<file path="config.mk">
export PLATFORM = sky130hd
export DESIGN_NAME = calendar_date_difference_core
export DESIGN_NICKNAME = d
export VERILOG_FILES = /design/src/rtl/cdd_pkg.sv /design/src/rtl/calendar_date_difference_core.sv
export SDC_FILE = /design/constraint.sdc
export NUM_CORES = 2
export LEC_CHECK = 0
export BUFFER_PORTS_ARGS = -buffer_cell sky130_fd_sc_hd__buf_2
export CORE_ASPECT_RATIO = 1.25
export CORE_MARGIN = 3
export CORE_UTILIZATION = 25
export CTS_BUF_LIST = sky130_fd_sc_hd__clkbuf_8
export DETAILED_ROUTE_END_ITERATION = 10
export HOLD_SLACK_MARGIN = 0.03
export PLACE_DENSITY = 0.38
export SETUP_SLACK_MARGIN = 0.4
export SYNTH_ARGS = -nofsm -noshare
export SYNTH_HDL_FRONTEND = slang
export SYNTH_SLANG_ARGS = --single-unit
export TNS_END_PERCENT = 5
</file>
<file path="constraint.sdc">
create_clock -name clk -period 7 [get_ports clk]
set_clock_uncertainty 0.15 [all_clocks]
set_input_delay 0.35 -clock clk [delete_from_list [all_inputs] [get_ports clk]]
set_output_delay 0.35 -clock clk [all_outputs]
set_load 0.01 [all_outputs]
</file>
<file path="src/rtl/cdd_pkg.sv">
// Shared widths, constants and calendar tables for the date difference core.
package cdd_pkg;

    // Field widths
    localparam int DAY_W    = 5;
    localparam int MONTH_W  = 4;
    localparam int YEAR_W   = 14;
    localparam int DIFF_W   = 22;
    localparam int WDAY_W   = 3;
    localparam int DAYNUM_W = 23;
    localparam int ZSUM_W   = 11;
    localparam int Q100_W   = 8;
    localparam int R100_W   = 7;
    localparam int Q7_W     = 9;

    // Stream payload widths
    localparam int IN_TDATA_W  = 48;
    localparam int OUT_TDATA_W = 32;

    // Calendar bounds
    localparam logic [15:0]       MAX_YEAR = 16'd9999;
    localparam logic [DIFF_W-1:0] DAYS_MAX = 22'h3FFFFF;

    // Reciprocal constants: y / 100 = (y * 5243) >> 19 for 14-bit y,
    // s / 7 = (s * 2341) >> 14 for 11-bit s
    localparam logic [12:0] DIV100_MUL = 13'd5243;
    localparam int          DIV100_SH  = 19;
    localparam logic [11:0] DIV7_MUL   = 12'd2341;
    localparam int          DIV7_SH    = 14;

    typedef logic [DAY_W-1:0]   day_t;
    typedef logic [MONTH_W-1:0] month_t;
    typedef logic [YEAR_W-1:0]  year_t;

    // Days in a common year's month
    function automatic logic [4:0] month_len(input month_t m);
        logic [4:0] len;
        case (m)
            4'd2:                          len = 5'd28;
            4'd4, 4'd6, 4'd9, 4'd11:       len = 5'd30;
            4'd1, 4'd3, 4'd5, 4'd7, 4'd8,
            4'd10, 4'd12:                  len = 5'd31;
            default:                       len = 5'd0;
        endcase
        return len;
    endfunction

    // Days in a common year before the first of the month
    function automatic logic [8:0] days_before(input month_t m);
        logic [8:0] n;
        case (m)
            4'd1:    n = 9'd0;
            4'd2:    n = 9'd31;
            4'd3:    n = 9'd59;
            4'd4:    n = 9'd90;
            4'd5:    n = 9'd120;
            4'd6:    n = 9'd151;
            4'd7:    n = 9'd181;
            4'd8:    n = 9'd212;
            4'd9:    n = 9'd243;
            4'd10:   n = 9'd273;
            4'd11:   n = 9'd304;
            4'd12:   n = 9'd334;
            default: n = 9'd0;
        endcase
        return n;
    endfunction

    // Zeller month term floor(13 * (m' + 1) / 5), with January and
    // February counted as months 13 and 14 of the previous year
    function automatic logic [5:0] zeller_month_term(input month_t m);
        logic [5:0] t;
        case (m)
            4'd1:    t = 6'd36;
            4'd2:    t = 6'd39;
            4'd3:    t = 6'd10;
            4'd4:    t = 6'd13;
            4'd5:    t = 6'd15;
            4'd6:    t = 6'd18;
            4'd7:    t = 6'd20;
            4'd8:    t = 6'd23;
            4'd9:    t = 6'd26;
            4'd10:   t = 6'd28;
            4'd11:   t = 6'd31;
            4'd12:   t = 6'd33;
            default: t = 6'd0;
        endcase
        return t;
    endfunction

endpackage

</file>
<file path="src/rtl/calendar_date_difference_core.sv">
// Date pair checker: day count between two Gregorian dates and Zeller weekdays.
// Pipeline: five register stages, stage 1 through stage 5, the last being the output register.
// Throughput: one date pair per cycle while the output is not stalled by m_axis_tready.
// A stage loads when empty or when the next stage moves, so bubbles close up.
// Path depth is set by the 14x13 reciprocal multiply and the day-number sum.
// Reset (rst_n low, asynchronous) clears the stage valid bits only.
module calendar_date_difference_core (
    input  logic                              clk,
    input  logic                              rst_n,
    input  logic                              s_axis_tvalid,
    output logic                              s_axis_tready,
    // [4:0] day_first, [8:5] month_first, [22:9] year_first,
    // [27:23] day_second, [31:28] month_second, [45:32] year_second, [47:46] zero
    input  logic [cdd_pkg::IN_TDATA_W-1:0]    s_axis_tdata,
    output logic                              m_axis_tvalid,
    input  logic                              m_axis_tready,
    // [21:0] days_between, [24:22] weekday_first, [27:25] weekday_second,
    // [31:28] zero
    output logic [cdd_pkg::OUT_TDATA_W-1:0]   m_axis_tdata,
    // [0] dates_valid
    output logic                              m_axis_tuser
);
    import cdd_pkg::*;

    // Input unpack
    day_t   in_day   [2];
    month_t in_month [2];
    year_t  in_year  [2];

    assign in_day[0]   = s_axis_tdata[4:0];
    assign in_month[0] = s_axis_tdata[8:5];
    assign in_year[0]  = s_axis_tdata[22:9];
    assign in_day[1]   = s_axis_tdata[27:23];
    assign in_month[1] = s_axis_tdata[31:28];
    assign in_year[1]  = s_axis_tdata[45:32];

    // Stage handshake
    logic s1_valid_reg, s2_valid_reg, s3_valid_reg, s4_valid_reg, s5_valid_reg;
    logic rdy1, rdy2, rdy3, rdy4, rdy5;

    assign rdy5 = !s5_valid_reg || m_axis_tready;
    assign rdy4 = !s4_valid_reg || rdy5;
    assign rdy3 = !s3_valid_reg || rdy4;
    assign rdy2 = !s2_valid_reg || rdy3;
    assign rdy1 = !s1_valid_reg || rdy2;
    assign s_axis_tready = rdy1;

    // Stage 1: raw fields and year / 100
    day_t              s1_day_reg   [2];
    month_t            s1_month_reg [2];
    year_t             s1_year_reg  [2];
    logic [Q100_W-1:0] s1_q100_reg  [2];
    logic [Q100_W-1:0] s1_q100_next [2];
    logic [26:0]       div100_prod  [2];

    // Stage 2: validity, leap year, day-number and Zeller terms
    logic              s2_ok_reg,     s2_ok_next;
    year_t             s2_p_reg   [2];
    year_t             s2_p_next  [2];
    logic [Q100_W-1:0] s2_pq_reg  [2];
    logic [Q100_W-1:0] s2_pq_next [2];
    logic [8:0]        s2_dom_reg [2];
    logic [8:0]        s2_dom_next[2];
    logic [R100_W-1:0] s2_k_reg   [2];
    logic [R100_W-1:0] s2_k_next  [2];
    logic [Q100_W-1:0] s2_j_reg   [2];
    logic [Q100_W-1:0] s2_j_next  [2];
    logic [6:0]        s2_mt_reg  [2];
    logic [6:0]        s2_mt_next [2];

    logic [YEAR_W-1:0] rem100_full [2];
    logic [R100_W-1:0] rem100      [2];
    logic              cent_zero   [2];
    logic              leap        [2];
    logic [4:0]        mlen        [2];
    logic              date_ok     [2];

    // Stage 3: absolute day numbers and Zeller sums
    logic                s3_ok_reg;
    logic [DAYNUM_W-1:0] s3_n_reg   [2];
    logic [DAYNUM_W-1:0] s3_n_next  [2];
    logic [ZSUM_W-1:0]   s3_zs_reg  [2];
    logic [ZSUM_W-1:0]   s3_zs_next [2];

    // Stage 4: saturated difference and Zeller sum / 7
    logic                s4_ok_reg;
    logic [DIFF_W-1:0]   s4_days_reg, s4_days_next;
    logic [ZSUM_W-1:0]   s4_zs_reg  [2];
    logic [Q7_W-1:0]     s4_q7_reg  [2];
    logic [Q7_W-1:0]     s4_q7_next [2];
    logic [DAYNUM_W-1:0] n_diff;
    logic [DAYNUM_W-1:0] div7_prod  [2];

    // Stage 5: output register
    logic              s5_ok_reg;
    logic [DIFF_W-1:0] s5_days_reg;
    logic [WDAY_W-1:0] s5_wd_reg  [2];
    logic [WDAY_W-1:0] s5_wd_next [2];
    logic [ZSUM_W-1:0] rem7       [2];

    // Valid bits advance when the stage may load
    always_ff @(posedge clk or negedge rst_n)
    begin
        if (!rst_n)
        begin
            s1_valid_reg <= 1'b0;
            s2_valid_reg <= 1'b0;
            s3_valid_reg <= 1'b0;
            s4_valid_reg <= 1'b0;
            s5_valid_reg <= 1'b0;
        end
        else
        begin
            if (rdy1) s1_valid_reg <= s_axis_tvalid;
            if (rdy2) s2_valid_reg <= s1_valid_reg;
            if (rdy3) s3_valid_reg <= s2_valid_reg;
            if (rdy4) s4_valid_reg <= s3_valid_reg;
            if (rdy5) s5_valid_reg <= s4_valid_reg;
        end
    end

    // Stage 1 logic: quotient by 100 through a reciprocal multiply
    always_comb
    begin
        for (int i = 0; i < 2; i++)
        begin
            div100_prod[i]  = 27'(in_year[i]) * 27'(DIV100_MUL);
            s1_q100_next[i] = div100_prod[i][DIV100_SH +: Q100_W];
        end
    end

    always_ff @(posedge clk)
    begin
        if (rdy1 && s_axis_tvalid)
        begin
            for (int i = 0; i < 2; i++)
            begin
                s1_day_reg[i]   <= in_day[i];
                s1_month_reg[i] <= in_month[i];
                s1_year_reg[i]  <= in_year[i];
                s1_q100_reg[i]  <= s1_q100_next[i];
            end
        end
    end

    // Stage 2 logic: remainder, leap rule, range checks, term selection
    always_comb
    begin
        for (int i = 0; i < 2; i++)
        begin
            rem100_full[i] = s1_year_reg[i] - YEAR_W'(s1_q100_reg[i] * 14'd100);
            rem100[i]      = rem100_full[i][R100_W-1:0];
            cent_zero[i]   = (rem100[i] == '0);
            leap[i]        = (s1_year_reg[i][1:0] == 2'b00)
                             && (!cent_zero[i] || (s1_q100_reg[i][1:0] == 2'b00));
            mlen[i]        = month_len(s1_month_reg[i])
                             + 5'((s1_month_reg[i] == 4'd2) && leap[i]);
            date_ok[i]     = (s1_year_reg[i] != '0)
                             && ({2'b00, s1_year_reg[i]} <= MAX_YEAR)
                             && (s1_month_reg[i] >= 4'd1) && (s1_month_reg[i] <= 4'd12)
                             && (s1_day_reg[i] != '0) && (s1_day_reg[i] <= mlen[i]);

            // Year before: p = y - 1, p / 100 follows from y / 100 and y % 100
            s2_p_next[i]  = s1_year_reg[i] - 14'd1;
            s2_pq_next[i] = cent_zero[i] ? s1_q100_reg[i] - 8'd1 : s1_q100_reg[i];
            s2_dom_next[i] = days_before(s1_month_reg[i])
                             + 9'((s1_month_reg[i] > 4'd2) && leap[i])
                             + 9'(s1_day_reg[i]);

            // Zeller counts January and February in the previous year
            if (s1_month_reg[i] < 4'd3)
            begin
                s2_k_next[i] = cent_zero[i] ? 7'd99 : rem100[i] - 7'd1;
                s2_j_next[i] = s2_pq_next[i];
            end
            else
            begin
                s2_k_next[i] = rem100[i];
                s2_j_next[i] = s1_q100_reg[i];
            end
            s2_mt_next[i] = 7'(zeller_month_term(s1_month_reg[i])) + 7'(s1_day_reg[i]);
        end
        s2_ok_next = date_ok[0] && date_ok[1];
    end

    always_ff @(posedge clk)
    begin
        if (rdy2 && s1_valid_reg)
        begin
            s2_ok_reg <= s2_ok_next;
            for (int i = 0; i < 2; i++)
            begin
                s2_p_reg[i]   <= s2_p_next[i];
                s2_pq_reg[i]  <= s2_pq_next[i];
                s2_dom_reg[i] <= s2_dom_next[i];
                s2_k_reg[i]   <= s2_k_next[i];
                s2_j_reg[i]   <= s2_j_next[i];
                s2_mt_reg[i]  <= s2_mt_next[i];
            end
        end
    end

    // Stage 3 logic: day number and Zeller sum
    always_comb
    begin
        for (int i = 0; i < 2; i++)
        begin
            s3_n_next[i] = DAYNUM_W'(s2_p_reg[i]) * 23'd365
                           + DAYNUM_W'(s2_p_reg[i] >> 2)
                           - DAYNUM_W'(s2_pq_reg[i])
                           + DAYNUM_W'(s2_pq_reg[i] >> 2)
                           + DAYNUM_W'(s2_dom_reg[i]);
            s3_zs_next[i] = ZSUM_W'(s2_mt_reg[i])
                            + ZSUM_W'(s2_k_reg[i])
                            + ZSUM_W'(s2_k_reg[i] >> 2)
                            + ZSUM_W'(s2_j_reg[i] >> 2)
                            + ZSUM_W'(s2_j_reg[i]) * 11'd5;
        end
    end

    always_ff @(posedge clk)
    begin
        if (rdy3 && s2_valid_reg)
        begin
            s3_ok_reg <= s2_ok_reg;
            for (int i = 0; i < 2; i++)
            begin
                s3_n_reg[i]  <= s3_n_next[i];
                s3_zs_reg[i] <= s3_zs_next[i];
            end
        end
    end

    // Stage 4 logic: clamp difference at zero and at the field maximum (zero for invalid dates), Zeller sum / 7
    always_comb
    begin
        n_diff = (s3_n_reg[1] > s3_n_reg[0]) ? s3_n_reg[1] - s3_n_reg[0] : '0;
        if (!s3_ok_reg)
            s4_days_next = '0;
        else if (n_diff > DAYNUM_W'(DAYS_MAX))
            s4_days_next = DAYS_MAX;
        else
            s4_days_next = n_diff[DIFF_W-1:0];
        for (int i = 0; i < 2; i++)
        begin
            div7_prod[i]  = DAYNUM_W'(s3_zs_reg[i]) * DAYNUM_W'(DIV7_MUL);
            s4_q7_next[i] = div7_prod[i][DIV7_SH +: Q7_W];
        end
    end

    always_ff @(posedge clk)
    begin
        if (rdy4 && s3_valid_reg)
        begin
            s4_ok_reg   <= s3_ok_reg;
            s4_days_reg <= s4_days_next;
            for (int i = 0; i < 2; i++)
            begin
                s4_zs_reg[i] <= s3_zs_reg[i];
                s4_q7_reg[i] <= s4_q7_next[i];
            end
        end
    end

    // Stage 5 logic: weekday as remainder by 7, zeroed for invalid dates
    always_comb
    begin
        for (int i = 0; i < 2; i++)
        begin
            rem7[i]       = s4_zs_reg[i] - ZSUM_W'(s4_q7_reg[i]) * 11'd7;
            s5_wd_next[i] = s4_ok_reg ? rem7[i][WDAY_W-1:0] : '0;
        end
    end

    always_ff @(posedge clk)
    begin
        if (rdy5 && s4_valid_reg)
        begin
            s5_ok_reg   <= s4_ok_reg;
            s5_days_reg <= s4_days_reg;
            s5_wd_reg[0] <= s5_wd_next[0];
            s5_wd_reg[1] <= s5_wd_next[1];
        end
    end

    // Output pack
    assign m_axis_tvalid = s5_valid_reg;
    assign m_axis_tuser  = s5_ok_reg;
    assign m_axis_tdata  = {4'b0000, s5_wd_reg[1], s5_wd_reg[0], s5_days_reg};

    // Invalid pairs carry an all-zero payload
    assert property (@(posedge clk) disable iff (!rst_n)
        (m_axis_tvalid && !m_axis_tuser) |-> (m_axis_tdata == '0))
        else $error("invalid date pair with nonzero payload");

    // Weekdays stay in Saturday..Friday
    assert property (@(posedge clk) disable iff (!rst_n)
        m_axis_tvalid |-> (s5_wd_reg[0] <= 3'd6) && (s5_wd_reg[1] <= 3'd6))
        else $error("weekday out of range");

    // Input stalls only when every stage holds an item
    assert property (@(posedge clk) disable iff (!rst_n)
        !s_axis_tready |-> (s1_valid_reg && s2_valid_reg && s3_valid_reg
                            && s4_valid_reg && s5_valid_reg && !m_axis_tready))
        else $error("input stalled with a free stage");

    // A stalled item in stage 4 is still there next cycle
    assert property (@(posedge clk) disable iff (!rst_n)
        (s4_valid_reg && !rdy5) |=> s4_valid_reg)
        else $error("stage 4 item dropped during stall");

endmodule
</file>
==> flow_summary_export.csv <==
group,metric,value,unit
outcome,status,"finished clean",
routing,drt_first_pass_iters,5,
clocking,cts_root_buf,"clkbuf_8",
clocking,cts_tree,"yes",
setup_path,crit_family,"adder cells",
synth,synthFlopType,"edfxtp_1",
finish,fillers,14100,
setup_path,critical_path.max_stage_delay,540,ps
clocking,clk_path_buf_depth,3,
sta,finalMaxSlewViolations,0,
hold_path,min_path_type,"input port to flop",
global_route,grt-ovfl-total,0,
routing,ant_nets,0,
job,maxCapViolCount,0,
sta,setup-tns-final,0,ps
setup_path,critPathRequiredTime,7280,ps
synth,synth_edf_count,302,
setup_path,crit_arrival,6300,ps
sta,worst_slew_pin_slew,965,ps
synth,yosys_register_bits,307,
sta,final-setup-viol-count,0,
global_route,grt_use_total,0.113,
finish,layout_common_cells,"785 x inv_1, 613 x ha_1, 387 x fa_1",
finish,largest_register_ffs,46,
routing,wl_per_cell,15.1,um
hold_path,whs_endpoint,"s1_month_reg[0][3]$_DFFE_PP_",
setup_path,crit_top_cell,"fa_1",
global_route,grt_first_pass_wirelength,124,mm
clocking,h-tree-depth,2,
synth,syn_inst,3081,
placement,numPortBuffers,80,
finish,final_common_cell,"inv_1",
die,design.core.area,134000,um2
die,die-area,140000,um2
sta,hold_viol_final,0,
die,dieWidth,335,um
setup_path,worst-setup-path-type,"flop to flop",
finish,nNetsFinal,4304,
global_route,grt_pass1_vias,22300,
setup_path,slowest_stage,"fa_1",
setup_path,r2r_cells,19,
routing,drt_iter0_drc,647,
setup_path,r2r_start,"s2_p_reg[0][21]$_DFFE_PP_",
synth,syn_area_per_cell,11.0,um2
sta,relSlewSlack,0.352,
setup_path,r2r-end,"s3_n_reg[0][45]$_DFFE_PP_",
clocking,insertion_delay,690,ps
hold_path,holdPathStages,2,
finish,area_growth,12.4,%
clocking,cts_buffers,55,
routing,via_count,20200,
hold_path,worstHoldStart,"s_axis_tdata[8]",
sta,period_share,0.861,
sta,rsz0062_at_grt,"no",
die,num_rows,150,
routing,totalWireLength,76.1,mm
routing,drc,0,
setup_path,cp_num_buf_inv,4,
finish,drive_gt1_frac,0.0583,
setup_path,cp-start-kind,"flop",
placement,hpwl,64.9,mm
clocking,cts.sinks,307,
die,io_pins,87,
synth,synth.distinct_cells,68,
setup_path,path_cells,"inv_1, fa_1, fa_1, inv_1, fa_1, fa_1, inv_1, fa_1, inv_1, ha_1, o21ai_0, nor2_1, o22ai_1, o22ai_1, o41ai_1, o311a_1, and2b_1, o31ai_1, xnor2_1",
synth,ys_async_sr_fraction,0.0163,
setup_path,regToRegSetupSlack,980,ps
global_route,grt_max_degree,62,
setup_path,end_kind,"flop",
sta,post-route-min-period,6020,ps
synth,syn-cell-area,33800,um2
sta,timing.fmax,166,MHz
global_route,grt_antenna_before_repair,5,
setup_path,worstPathMaxFanout,5,
clocking,postCtsResizedCells,0,
synth,ys_seq_area_frac,0.272,
routing,avgViaCountPerCell,4.00,
placement,globalplace.congestion,0.781,
die,start_util,0.252,
synth,yosysWarnings,0,
clocking,clk_pin_slew,60,ps
die,die_h,417,um
[worst max-delay path by stage]
stage,start,to,slack [ps],cells after the start
after global placement,s2_p_reg[0][21]$_DFFE_PP_,s3_n_reg[0][45]$_DFFE_PP_,910,19
after global routing,s2_p_reg[0][5]$_DFFE_PP_,s3_n_reg[0][21]$_DFFE_PP_,510,19
after CTS,s2_p_reg[0][21]$_DFFE_PP_,s3_n_reg[0][45]$_DFFE_PP_,900,19
after detailed placement,s2_p_reg[0][21]$_DFFE_PP_,s3_n_reg[0][45]$_DFFE_PP_,870,19
final,s2_p_reg[0][21]$_DFFE_PP_,s3_n_reg[0][45]$_DFFE_PP_,980,19
after floorplan,s2_p_reg[0][7]$_DFFE_PP_,s3_n_reg[0][22]$_DFFE_PP_,1420,19
[timing repair]
item / in CTS / in global routing
hold buffers: 50 / 0
buffers inserted: 0 / 0
hold endpoints to repair: 64 / 0
[per-stage QoR]
step / setup slack, ps / hold slack, ps / cell area, um2 / utilization / cells
final: 976 / 249 / 37900 / 0.283 / 5045
after global routing: 510 / 208 / 37900 / 0.283 / 5045
after CTS: 898 / 132 / 37900 / 0.283 / 5042
after detailed placement: 869 / 38.0 / 36300 / 0.271 / 4893
after global placement: 909 / 37.5 / 36300 / 0.271 / 4893
after floorplan: 1420 / -95.6 / 33800 / - / 3084
[cell usage after synthesis, types with 12 or more instances]
library cell | count | area share
a211oi_1 | 12 | 0.0027
a21boi_0 | 25 | 0.0056
a21o_1 | 35 | 0.0078
a21oi_1 | 97 | 0.014
a31oi_1 | 15 | 0.0028
and2_1 | 16 | 0.0030
clkbuf_1 | 20 | 0.0022
edfxtp_1 | 302 | 0.27
fa_1 | 387 | 0.23
ha_1 | 613 | 0.23
inv_1 | 777 | 0.086
nand2_1 | 93 | 0.010
nand2b_1 | 21 | 0.0039
nand3_1 | 36 | 0.0053
nand4_1 | 14 | 0.0026
nor2_1 | 107 | 0.012
nor2b_1 | 18 | 0.0033
nor3_1 | 33 | 0.0049
o21a_1 | 19 | 0.0042
o21ai_0 | 75 | 0.011
o21bai_1 | 27 | 0.0060
or3_1 | 13 | 0.0024
xnor2_1 | 131 | 0.034
xor2_1 | 68 | 0.018
[routing by layer]
metal | up-vias | global-route usage | wire (um)
met5 | - | 0 | 0
met4 | 0 | 0.0256 | 1430
met3 | 74 | 0.0120 | 1610
met2 | 180 | 0.198 | 37200
met1 | 9566 | 0.150 | 35900
li1 | 10400 | - | -
[worst register-to-register path: stages (launching register included)]
cell and delay (ps):
edfxtp_1 490, inv_1 270, fa_1 490, fa_1 490, inv_1 50, fa_1 480
fa_1 540, inv_1 50, fa_1 470, inv_1 40, ha_1 350, o21ai_0 120
nor2_1 200, o22ai_1 190, o22ai_1 320, o41ai_1 150, o311a_1 360, and2b_1 190
o31ai_1 290, xnor2_1 110
[cells by family after synthesis]
family | count (synthesis) | share of synthesized area
compound gates | 367 | 0.0697
mux | 6 | 0.00182
xor+xnor | 199 | 0.0516
simple gates | 396 | 0.0578
other cells | 1 | 0.000111
flops | 307 | 0.272
fa+ha+maj | 1000 | 0.457
buf+inv | 805 | 0.0900
[area by class of cell]
cell class,instances,area (um2),area share
Antenna cell,3,7.51,0.000198
Clock buffer,55,757,0.0200
Clock inverter,44,358,0.00943
Inverter,779,2920,0.0771
Multi-Input combinational cell,1972,21600,0.568
Sequential cell,307,9190,0.242
Tap cell,1748,2190,0.0577
Timing Repair Buffer,137,953,0.0251
Power is left out: the tool's default activity adds up to more than one toggle a clock period on the data nets, which glitch-free logic cannot reach.
